$ cat config.mk
export PLATFORM = sky130hd
export DESIGN_NAME = i2c_master_transfer_sequencer
export DESIGN_NICKNAME = d
export VERILOG_FILES = /design/src/design/i2cmts_pkg.sv /design/src/design/i2c_master_transfer_sequencer.sv
export SDC_FILE = /design/constraint.sdc
export NUM_CORES = 1
export LEC_CHECK = 0
export ABC_AREA = 1
export BUFFER_PORTS_ARGS = -buffer_cell sky130_fd_sc_hd__buf_2
export CAP_MARGIN = 20
export CORE_UTILIZATION = 30
export DETAILED_ROUTE_END_ITERATION = 16
export SETUP_SLACK_MARGIN = 0.05
export SYNTH_ARGS = -nofsm -noshare
export SYNTH_HDL_FRONTEND = slang
export SYNTH_SLANG_ARGS = --single-unit
export TNS_END_PERCENT = 50
$ cat constraint.sdc
create_clock -name clk -period 4.65 [get_ports clk]
set_clock_uncertainty 0.05 [all_clocks]
set_input_delay 0 -clock clk [delete_from_list [all_inputs] [get_ports clk]]
set_output_delay 0 -clock clk [all_outputs]
set_load 0.05 [all_outputs]
$ cat src/design/i2cmts_pkg.sv
// ----------------------------------------------------------------------------
// i2cmts_pkg: shared definitions of the I2C master transfer sequencer
// Operation codes, phase encoding, outcome codes, interrupt enable bits,
// configuration register indexes and the result record.
// ----------------------------------------------------------------------------
package i2cmts_pkg;

  // field widths
  localparam int unsigned ByteW   = 8;
  localparam int unsigned OpW     = 2;
  localparam int unsigned IrqW    = 3;
  localparam int unsigned OcW     = 2;
  localparam int unsigned CfgIdxW = 3;
  localparam int unsigned CfgW    = 8;

  // read/write bit of the address byte
  localparam logic [ByteW-1:0] RwBit = 8'h01;

  // item operations
  localparam logic [OpW-1:0] OpBegin = 2'd0;
  localparam logic [OpW-1:0] OpEvent = 2'd1;
  localparam logic [OpW-1:0] OpError = 2'd2;
  localparam logic [OpW-1:0] OpAbort = 2'd3;

  // outcome codes
  localparam logic [OcW-1:0] OcNone     = 2'd0;
  localparam logic [OcW-1:0] OcComplete = 2'd1;
  localparam logic [OcW-1:0] OcError    = 2'd2;
  localparam logic [OcW-1:0] OcNackWait = 2'd3;

  // interrupt enable bits
  localparam logic [IrqW-1:0] EnEvt = 3'b001;
  localparam logic [IrqW-1:0] EnErr = 3'b010;
  localparam logic [IrqW-1:0] EnBuf = 3'b100;

  // configuration register indexes
  localparam logic [CfgIdxW-1:0] RegDevAddr  = 3'd0;
  localparam logic [CfgIdxW-1:0] RegRegAddr  = 3'd1;
  localparam logic [CfgIdxW-1:0] RegReadDir  = 3'd2;
  localparam logic [CfgIdxW-1:0] RegSendReg  = 3'd3;
  localparam logic [CfgIdxW-1:0] RegLength   = 3'd4;

  // transfer phases, one-hot
  typedef enum logic [8:0] {
    PH_ADDR_TX   = 9'b0_0000_0001,
    PH_REG       = 9'b0_0000_0010,
    PH_RESTART   = 9'b0_0000_0100,
    PH_ADDR_RX   = 9'b0_0000_1000,
    PH_WAIT      = 9'b0_0001_0000,
    PH_READ      = 9'b0_0010_0000,
    PH_WRITE     = 9'b0_0100_0000,
    PH_END_WRITE = 9'b0_1000_0000,
    PH_COMPLETE  = 9'b1_0000_0000
  } phase_t;

  // one result record
  typedef struct packed {
    logic             drive_valid;
    logic [ByteW-1:0] drive_byte;
    logic             make_start;
    logic             make_stop;
    logic             ack_on;
    logic             store_valid;
    logic [ByteW-1:0] store_byte;
    logic [ByteW-1:0] byte_pos;
    logic [IrqW-1:0]  irq_enables;
    logic [OcW-1:0]   outcome;
  } result_t;

endpackage

$ cat src/design/i2c_master_transfer_sequencer.sv
// ----------------------------------------------------------------------------
// i2c_master_transfer_sequencer: master-side I2C register read/write sequencer
// Steps through address, register address, repeated start and data phases,
// one begin, bus event, error or abort item at a time.
// ----------------------------------------------------------------------------
// Each transfer on the input channel is handled by the next-state rule, which
// reads the item and the phase, byte index, ACK and interrupt-enable
// registers; the result lands in the output register at the accepting edge.
// The input is ready whenever the output register is empty or being taken,
// so one item per cycle flows through as long as the result side keeps up;
// the result is valid in the cycle after acceptance. Configuration
// registers are written through cfg_we/cfg_index/cfg_wdata and should only
// change while no transfer is in flight.

module i2c_master_transfer_sequencer (
  input  logic                            clk,
  input  logic                            rst_n,
  // configuration port
  input  logic                            cfg_we,
  input  logic [i2cmts_pkg::CfgIdxW-1:0]  cfg_index,
  input  logic [i2cmts_pkg::CfgW-1:0]     cfg_wdata,
  // input channel
  input  logic                            in_valid,
  output logic                            in_ready,
  input  logic [i2cmts_pkg::OpW-1:0]      in_op,
  input  logic                            in_expected_event_seen,
  input  logic [i2cmts_pkg::ByteW-1:0]    in_received_byte,
  input  logic [i2cmts_pkg::ByteW-1:0]    in_send_byte,
  input  logic                            in_overrun_flag,
  input  logic                            in_bus_error_flag,
  input  logic                            in_nack_flag,
  // result channel
  output logic                            out_valid,
  input  logic                            out_ready,
  output logic                            out_drive_valid,
  output logic [i2cmts_pkg::ByteW-1:0]    out_drive_byte,
  output logic                            out_make_start,
  output logic                            out_make_stop,
  output logic                            out_ack_on,
  output logic                            out_store_valid,
  output logic [i2cmts_pkg::ByteW-1:0]    out_store_byte,
  output logic [i2cmts_pkg::ByteW-1:0]    out_byte_pos,
  output logic [i2cmts_pkg::IrqW-1:0]     out_irq_enables,
  output logic [i2cmts_pkg::OcW-1:0]      out_outcome
);

  // configuration registers
  logic [i2cmts_pkg::ByteW-1:0] dev_addr_r;
  logic [i2cmts_pkg::ByteW-1:0] reg_addr_r;
  logic                         read_dir_r;
  logic                         send_reg_r;
  logic [i2cmts_pkg::ByteW-1:0] length_r;

  // sequencer state
  i2cmts_pkg::phase_t           phase_r, phase_nxt;
  logic [i2cmts_pkg::ByteW-1:0] idx_r, idx_nxt;
  logic                         ack_r, ack_nxt;
  logic [i2cmts_pkg::IrqW-1:0]  irq_r, irq_nxt;

  // result register
  logic                         out_valid_r;
  i2cmts_pkg::result_t          res_r, res_nxt;

  logic                         in_xfer;
  logic [i2cmts_pkg::ByteW-1:0] idx_inc;
  logic [i2cmts_pkg::ByteW:0]   idx_inc2;
  logic [i2cmts_pkg::ByteW-1:0] addr_wr;
  logic [i2cmts_pkg::ByteW-1:0] addr_rd;

  // handshake
  assign in_ready = !out_valid_r || out_ready;
  assign in_xfer  = in_valid && in_ready;

  // configuration writes
  always_ff @(posedge clk) begin
    if (!rst_n) begin
      dev_addr_r <= '0;
      reg_addr_r <= '0;
      read_dir_r <= 1'b0;
      send_reg_r <= 1'b0;
      length_r   <= i2cmts_pkg::ByteW'(1);
    end else if (cfg_we) begin
      case (cfg_index)
        i2cmts_pkg::RegDevAddr: dev_addr_r <= cfg_wdata;
        i2cmts_pkg::RegRegAddr: reg_addr_r <= cfg_wdata;
        i2cmts_pkg::RegReadDir: read_dir_r <= cfg_wdata[0];
        i2cmts_pkg::RegSendReg: send_reg_r <= cfg_wdata[0];
        i2cmts_pkg::RegLength:  length_r   <= cfg_wdata;
        default: ;
      endcase
    end
  end

  // index arithmetic and address bytes
  assign idx_inc  = idx_r + i2cmts_pkg::ByteW'(1);
  assign idx_inc2 = {1'b0, idx_inc} + (i2cmts_pkg::ByteW+1)'(1);
  assign addr_wr  = dev_addr_r & ~i2cmts_pkg::RwBit;
  assign addr_rd  = dev_addr_r | i2cmts_pkg::RwBit;

  // next-state rule
  always_comb begin
    phase_nxt = phase_r;
    idx_nxt   = idx_r;
    ack_nxt   = ack_r;
    irq_nxt   = irq_r;
    res_nxt   = '0;

    case (in_op)
      i2cmts_pkg::OpBegin: begin
        if (phase_r == i2cmts_pkg::PH_COMPLETE) begin
          ack_nxt   = 1'b1;
          idx_nxt   = '0;
          phase_nxt = i2cmts_pkg::PH_ADDR_TX;
        end
        res_nxt.make_start = 1'b1;
        irq_nxt = irq_r | i2cmts_pkg::EnEvt | i2cmts_pkg::EnErr;
      end

      i2cmts_pkg::OpEvent: begin
        if (in_expected_event_seen) begin
          case (phase_r)
            i2cmts_pkg::PH_ADDR_TX: begin
              res_nxt.drive_valid = 1'b1;
              if (send_reg_r) begin
                res_nxt.drive_byte = addr_wr;
                phase_nxt = i2cmts_pkg::PH_REG;
              end else if (read_dir_r) begin
                res_nxt.drive_byte = addr_rd;
                phase_nxt = i2cmts_pkg::PH_WAIT;
              end else begin
                res_nxt.drive_byte = addr_wr;
                phase_nxt = i2cmts_pkg::PH_WRITE;
              end
            end
            i2cmts_pkg::PH_REG: begin
              res_nxt.drive_valid = 1'b1;
              res_nxt.drive_byte  = reg_addr_r;
              if (read_dir_r) begin
                phase_nxt = i2cmts_pkg::PH_RESTART;
              end else begin
                irq_nxt   = irq_r | i2cmts_pkg::EnBuf;
                phase_nxt = i2cmts_pkg::PH_WRITE;
              end
            end
            i2cmts_pkg::PH_RESTART: begin
              res_nxt.make_start = 1'b1;
              phase_nxt = i2cmts_pkg::PH_ADDR_RX;
            end
            i2cmts_pkg::PH_ADDR_RX: begin
              res_nxt.drive_valid = 1'b1;
              res_nxt.drive_byte  = addr_rd;
              if (length_r == i2cmts_pkg::ByteW'(1)) begin
                ack_nxt = 1'b0;
              end
              phase_nxt = i2cmts_pkg::PH_WAIT;
            end
            i2cmts_pkg::PH_WAIT: begin
              irq_nxt   = irq_r | i2cmts_pkg::EnBuf;
              phase_nxt = i2cmts_pkg::PH_READ;
            end
            i2cmts_pkg::PH_READ: begin
              res_nxt.store_valid = 1'b1;
              res_nxt.store_byte  = in_received_byte;
              res_nxt.byte_pos    = idx_r;
              idx_nxt = idx_inc;
              // NACK the last byte, finish after it arrives
              if (idx_inc2 == {1'b0, length_r}) begin
                ack_nxt = 1'b0;
              end else if (idx_inc == length_r) begin
                irq_nxt   = '0;
                res_nxt.make_stop = 1'b1;
                phase_nxt = i2cmts_pkg::PH_COMPLETE;
                res_nxt.outcome = i2cmts_pkg::OcComplete;
              end
            end
            i2cmts_pkg::PH_WRITE: begin
              res_nxt.drive_valid = 1'b1;
              res_nxt.drive_byte  = in_send_byte;
              res_nxt.byte_pos    = idx_r;
              idx_nxt = idx_inc;
              if (idx_inc == length_r) begin
                irq_nxt   = irq_r & ~i2cmts_pkg::EnBuf;
                phase_nxt = i2cmts_pkg::PH_END_WRITE;
              end
            end
            i2cmts_pkg::PH_END_WRITE: begin
              irq_nxt   = '0;
              res_nxt.make_stop = 1'b1;
              phase_nxt = i2cmts_pkg::PH_COMPLETE;
              res_nxt.outcome = i2cmts_pkg::OcComplete;
            end
            default: begin
              // spurious event when idle
              irq_nxt = irq_r & ~(i2cmts_pkg::EnEvt | i2cmts_pkg::EnBuf);
            end
          endcase
        end else if (phase_r == i2cmts_pkg::PH_COMPLETE) begin
          irq_nxt = irq_r & ~(i2cmts_pkg::EnEvt | i2cmts_pkg::EnBuf);
        end
      end

      i2cmts_pkg::OpError: begin
        if (phase_r == i2cmts_pkg::PH_COMPLETE) begin
          irq_nxt = irq_r & ~i2cmts_pkg::EnErr;
        end else if (in_nack_flag && phase_r == i2cmts_pkg::PH_WAIT) begin
          // step back and pause
          phase_nxt = i2cmts_pkg::PH_ADDR_RX;
          irq_nxt   = '0;
          res_nxt.outcome = i2cmts_pkg::OcNackWait;
        end else if (in_nack_flag && phase_r == i2cmts_pkg::PH_REG) begin
          phase_nxt = i2cmts_pkg::PH_ADDR_TX;
          irq_nxt   = '0;
          res_nxt.outcome = i2cmts_pkg::OcNackWait;
        end else begin
          // overrun, bus error or late nack ends the transfer
          irq_nxt   = '0;
          res_nxt.make_stop = 1'b1;
          phase_nxt = i2cmts_pkg::PH_COMPLETE;
          res_nxt.outcome = i2cmts_pkg::OcError;
        end
      end

      default: begin
        // abort
        irq_nxt   = '0;
        res_nxt.make_stop = 1'b1;
        phase_nxt = i2cmts_pkg::PH_COMPLETE;
      end
    endcase

    res_nxt.ack_on      = ack_nxt;
    res_nxt.irq_enables = irq_nxt;
  end

  // state update on each accepted transfer
  always_ff @(posedge clk) begin
    if (!rst_n) begin
      phase_r <= i2cmts_pkg::PH_COMPLETE;
      idx_r   <= '0;
      ack_r   <= 1'b0;
      irq_r   <= '0;
    end else if (in_xfer) begin
      phase_r <= phase_nxt;
      idx_r   <= idx_nxt;
      ack_r   <= ack_nxt;
      irq_r   <= irq_nxt;
    end
  end

  // result register
  always_ff @(posedge clk) begin
    if (!rst_n) begin
      out_valid_r <= 1'b0;
    end else if (in_ready) begin
      out_valid_r <= in_valid;
    end
  end

  always_ff @(posedge clk) begin
    if (in_xfer) begin
      res_r <= res_nxt;
    end
  end

  // the flag inputs only steer the error branch through nack
  logic unused_flags;
  assign unused_flags = in_overrun_flag ^ in_bus_error_flag;

  // outputs
  assign out_valid       = out_valid_r;
  assign out_drive_valid = res_r.drive_valid;
  assign out_drive_byte  = res_r.drive_byte;
  assign out_make_start  = res_r.make_start;
  assign out_make_stop   = res_r.make_stop;
  assign out_ack_on      = res_r.ack_on;
  assign out_store_valid = res_r.store_valid;
  assign out_store_byte  = res_r.store_byte;
  assign out_byte_pos    = res_r.byte_pos;
  assign out_irq_enables = res_r.irq_enables;
  assign out_outcome     = res_r.outcome;

endmodule

# Yosys cells after proc, flatten, opt, wreduce, memory -nomap -nowiden
# Cells that the tools add are included.
word_totals:
  ff_bits: 82
  out_inout_bits: 36
  word_cells: 122
classes:
  addsub: 2
  eq_ne: 26
  mux: 54
  reduce_logical: 20
ops:
  columns: ["op", "count"]
  rows:
  - ["9-bit two-way mux", 9]
  - ["9-bit one-hot mux with 8 select lines", 1]
  - ["9-bit one-hot mux with 4 select lines", 1]
  - ["9-bit one-hot mux with 3 select lines", 1]
  - ["8-bit two-way mux", 3]
  - ["3-bit two-way mux", 7]
  - ["7-bit two-way mux", 3]
  - ["3-bit one-hot mux with 6 select lines", 1]
  - ["1-bit two-way mux", 17]
  - ["8-bit one-hot mux with 2 select lines", 1]
  - ["2-bit AND reduction", 6]
  - ["1-bit one-hot mux with 2 select lines", 5]
  - ["8-bit by 1-bit adder with 9-bit output, second input constant", 1]
  - ["9-bit by 1-bit equality test with 1-bit output, second input constant", 1]
  - ["9-bit by 2-bit equality test with 1-bit output, second input constant", 1]
  - ["9-bit by 3-bit equality test with 1-bit output, second input constant", 1]
  - ["9-bit by 4-bit equality test with 1-bit output, second input constant", 1]
  - ["9-bit by 5-bit equality test with 1-bit output, second input constant", 1]
  - ["9-bit by 6-bit equality test with 1-bit output, second input constant", 1]
  - ["9-bit by 7-bit equality test with 1-bit output, second input constant", 1]
  - ["9-bit by 8-bit equality test with 1-bit output", 1]
  - ["9-bit by 8-bit equality test with 1-bit output, second input constant", 1]
  - ["9-bit equality test, second input constant", 1]
  - ["3-bit != test, second input constant", 3]
  - ["other kinds (25)", 33]

# Depth between registers and ports, before layout
depth:
  depth_word: 7
  ltp_mapped: 19
  depth_no_buf: 19

# Worst setup path after synthesis
# Ideal clock, no wire load.
synth_timing:
  kind: "reg-to-reg"
  startpoint: "register out_valid_r (netlist: out_valid)"
  endpoint: "register phase_r[5]"
  arrival_time_ns: 1.988
  path_slack_ns: 2.495
  stages_incl_launch_ff: 10
  n_path_buf: 1
  path_cell_list: "dfxtp_1 nand2_1 nand2_1 a21oi_1 o211ai_1 a41oi_2 nand2_2 buf_6 o21ai_1 a21oi_1"
synth_via:
  elab_chain_len: 4
synth_rtl:
  columns: ["element", "line", "rtl"]
  rows:
  - ["from (decl)", "i2c_master_transfer_sequencer.sv:61", "logic out_valid_r;"]
  - ["from (signal assigned)", "i2c_master_transfer_sequencer.sv:255", "out_valid_r <= in_valid;"]
  - ["1-bit zero test", "i2c_master_transfer_sequencer.sv:71", "assign in_ready = !out_valid_r || out_ready;"]
  - ["1-bit logical OR", "i2c_master_transfer_sequencer.sv:71", null]
  - ["via in_ready", "i2c_master_transfer_sequencer.sv:24", "output logic in_ready,"]
  - ["1-bit logical AND", "i2c_master_transfer_sequencer.sv:72", "assign in_xfer = in_valid && in_ready;"]
  - ["8-bit AND reduction (no source line)", null, null]
  - ["to (signal assigned)", "i2c_master_transfer_sequencer.sv:238", "phase_r <= i2cmts_pkg::PH_COMPLETE;"]
  - ["to (signal assigned)", "i2c_master_transfer_sequencer.sv:243", "phase_r <= phase_nxt;"]
  - ["to (decl)", "i2c_master_transfer_sequencer.sv:55", "i2cmts_pkg::phase_t phase_r, phase_nxt;"]
# The timed path passes the listed nets, and every way through them passes these cells.
# A chain may end at the register's enable or synchronous reset.

# Worst setup path in the final report
layout_timing:
  startpoint: "register idx_r[0] (netlist bit)"
  endpoint: "register phase_r[0]"
layout_via:
  elab_chain_len: 5
layout_rtl:
  columns: ["element", "line", "rtl"]
  rows:
  - ["from (decl)", "i2c_master_transfer_sequencer.sv:56", "logic [i2cmts_pkg::ByteW-1:0] idx_r, idx_nxt;"]
  - ["from (signal assigned)", "i2c_master_transfer_sequencer.sv:244", "idx_r <= idx_nxt;"]
  - ["8-bit by 1-bit adder with 8-bit output *", "i2c_master_transfer_sequencer.sv:95", "assign idx_inc = idx_r + i2cmts_pkg::ByteW'(1);"]
  - ["8-bit by 1-bit adder with 9-bit output", "i2c_master_transfer_sequencer.sv:96", "assign idx_inc2 = {1'b0, idx_inc} + (i2cmts_pkg::ByteW+1)'(1);"]
  - ["9-bit by 8-bit equality test with 1-bit output", "i2c_master_transfer_sequencer.sv:167", "if (idx_inc2 == {1'b0, length_r}) begin"]
  - ["3-bit != test (no source line)", null, null]
  - ["8-bit AND reduction (no source line) *", null, null]
# Every way passes the cells marked *; elsewhere a longest branch is shown, timed or not.

==> impl_metrics.env <==
export IMPL_final_common_cell="nand2_1"
export IMPL_track_usage_pct=15.4
export IMPL_ys_flop_type="dfxtp_1"
export IMPL_netlist_area_um2=4280
export IMPL_final_antenna_net_count=0
export IMPL_cts_made_buffers=9
export IMPL_status="completed"
export IMPL_final_util_pct=38.7
export IMPL_required_ps=4830
export IMPL_synth_seq_cells=81
export IMPL_die_area_um2=14700
export IMPL_overflow=0
export IMPL_die_width_um=121
export IMPL_antenna_found_initial=0
export IMPL_vias=3933
export IMPL_hp_start="cfg_we"
export IMPL_placed_cells=809
export IMPL_fin_cells=851
export IMPL_finalCriticalPeriod_ps=2430
export IMPL_tightest_slew_ps=862
export IMPL_avgSynthCellArea_um2=7.56
export IMPL_drv_slew=0
export IMPL_critPathCaptureType="flop"
export IMPL_vias_per_cell=4.62
export IMPL_min_path_type="primary input to flop"
export IMPL_max_freq_mhz=411
export IMPL_place_gp_congestion=0.889
export IMPL_drt_pass1_iterations=4
export IMPL_row_count=43
export IMPL_syn2layout_area_growth_pct=25.5
export IMPL_grt_pass1_vias=3900
export IMPL_regToRegSetupSlack_ps=2220
export IMPL_p_per_area_nw_per_um2=339
export IMPL_p_leak_uw=0.00236
export IMPL_synth_distinct_cells=42
export IMPL_drive_gt1_share_pct=19.4
export IMPL_layout_common_cells="124 x nand2_1, 82 x nor2_1, 71 x buf_2"
export IMPL_async_flop_share_pct=0
export IMPL_syn_nets=610
export IMPL_wirelength_um=10600
export IMPL_root_buffer="clkbuf_16"
export IMPL_yosys_area_top_type="edfxtp_1"
export IMPL_wl_per_cell_um=12.4
export IMPL_rr_worst_depth=16
export IMPL_htree_num_levels=3
export IMPL_port_buffers=71
export IMPL_fin_setup_tns_ps=0
export IMPL_antenna_cells=0
export IMPL_period_share_pct=52.3
export IMPL_finalSetupViolations=0
export IMPL_seq_area_frac_synth_pct=45.8
export IMPL_dp_hpwl_um=7790
export IMPL_initialDrtViolationCount=275
export IMPL_peakVddDrop_mv=0.174
export IMPL_rsz0062_at_grt="false"
export IMPL_crit_fanout=12
export IMPL_multiInputGateArea_um2=1980
export IMPL_nets=710
export IMPL_synthTopCellsByArea="edfxtp_1 24%, dfxtp_1 22%, nand2_1 11%, nor2_1 7.2%, inv_1 5.8%"
export IMPL_cts_sinks=81
export IMPL_io_pins=74
export IMPL_nFillCells=1491
export IMPL_regArea_um2=1960
export IMPL_reg2reg_to="phase_r[0]"
export IMPL_hold_viol=0
export IMPL_clock_latency_ps=340
export IMPL_synth_edff_count=34
export IMPL_cts_tree="yes"
export IMPL_grt_start_max_net_pins=42
export IMPL_crit_type="flop to flop"
export IMPL_holdPathStages=5
export IMPL_worst_ep_arrival_time_ps=2610
export IMPL_r2r_start="idx_r[0]"
export IMPL_drc=0
export IMPL_postCtsSetupBuffers=0
export IMPL_crit_path_start_kind="flop"
export IMPL_die_y_um=121
export IMPL_path_clk_slew_ps=70
export IMPL_synthCells=566
export IMPL_start_util_pct=30.8
export IMPL_ys_warn_count=0
export IMPL_core_area_um2=13900
export IMPL_grt_pass1_wl_um=17900
export IMPL_cap_violations=0
export IMPL_layout_setup_ws_ps=2220
export IMPL_cts_max_path_buffers=2
export IMPL_relSlewSlack_pct=42.4
export IMPL_whs_endpoint="send_reg_r"
export IMPL_synth_top_cell_area_share_pct=23.9
export IMPL_place_ws_ps=2260
## critical path: stages (launching register included)
cell     delay [ps]
dfxtp_1         420
inv_2           120
ha_1            310
inv_1           110
nand2_1          70
nand2_1          80
nand3_1          70
nor2_1          110
nand2_1          70
nor2_2           90
nand3_2         140
nand2_1         100
nand2_2         160
inv_2           200
nand2_1          70
o21ai_0          90
nor2_1           60
## cell families after synthesis
| logic type | after synthesis | synth area share (%) |
|---|---|---|
| AND/OR/NAND/NOR | 282 | 29.2 |
| AO/OA/AOI/OAI | 109 | 15.1 |
| buffers and inverters | 87 | 7.84 |
| flip-flops | 81 | 45.8 |
| adder cells (fa/ha/maj) | 6 | 1.75 |
| XOR/XNOR | 1 | 0.205 |
## repair_timing
| item | 4_1_cts | 5_1_grt |
|---|---|---|
| resized for setup | 0 | 0 |
| hold buffers | 26 | 0 |
| endpoints found under the hold margin | 39 | 0 |
## synth_stat cells (7+ instances only)
master    number
a211oi_1       7
a21oi_1       35
a31oi_1        7
dfxtp_1       47
edfxtp_1      34
inv_1         66
inv_2          9
nand2_1      124
nand2_2       12
nand3_1       30
nor2_1        82
nor2_2         7
nor3_1        11
o21ai_0       37
## power breakdown
part	leakage, uW	total (uW)	internal, uW	switching [uW]
clock	0.000136	687	382	305
sequential	0.000729	806	781	24.3
combinational	0.00150	329	102	228
## worst max path at each step
stage	from	end	slack, ps	cells past startpoint
3_5_place_dp	idx_r[0]	phase_r[0]	2260	16
6_report	idx_r[0]	phase_r[0]	2220	16
4_1_cts	idx_r[0]	phase_r[0]	2230	16
3_3_place_gp	idx_r[0]	phase_r[0]	2280	16
5_1_grt	idx_r[0]	phase_r[0]	1950	16
2_1_floorplan	out_valid	phase_r[5]	2500	9
## registers in the layout, summed over array words and instances, names as in the netlist, 7 cells and up
signal,count
phase_r,9
idx_r,8
out_drive_byte,8
reg_addr_r,8
length_r,8
dev_addr_r,7
out_store_byte,8
out_byte_pos,8
## area by class of cell
type,count,share of cell area [%]
Timing Repair Buffer,97,11.5
Sequential cell,81,36.5
Multi-Input combinational cell,398,36.9
Clock buffer,10,4.45
Clock inverter,6,0.932
Tap cell,180,4.19
Inverter,79,5.52
## layer usage
| layer | track usage, % | vias to the layer above | wire length [um] |
|---|---|---|---|
| li1 | - | 2071 | - |
| met1 | 18.9 | 1795 | 4780 |
| met2 | 26.7 | 56 | 5340 |
| met3 | 2.82 | 11 | 322 |
| met4 | 5.40 | 0 | 140 |
| met5 | 0 | - | 0 |
## through the flow
| stage | hold slack (ps) | instance area [um2] | power, uW |
|---|---|---|---|
| 2_1_floorplan | 80.4 | 4280 | 1050 |
| 3_3_place_gp | 209 | 4820 | 1130 |
| 3_5_place_dp | 214 | 4820 | 1130 |
| 4_1_cts | 8.90 | 5370 | 1840 |
| 5_1_grt | 22.1 | 5370 | 1920 |
| 6_report | 17.7 | 5370 | 1820 |
(Power assumes the default switching activity.)
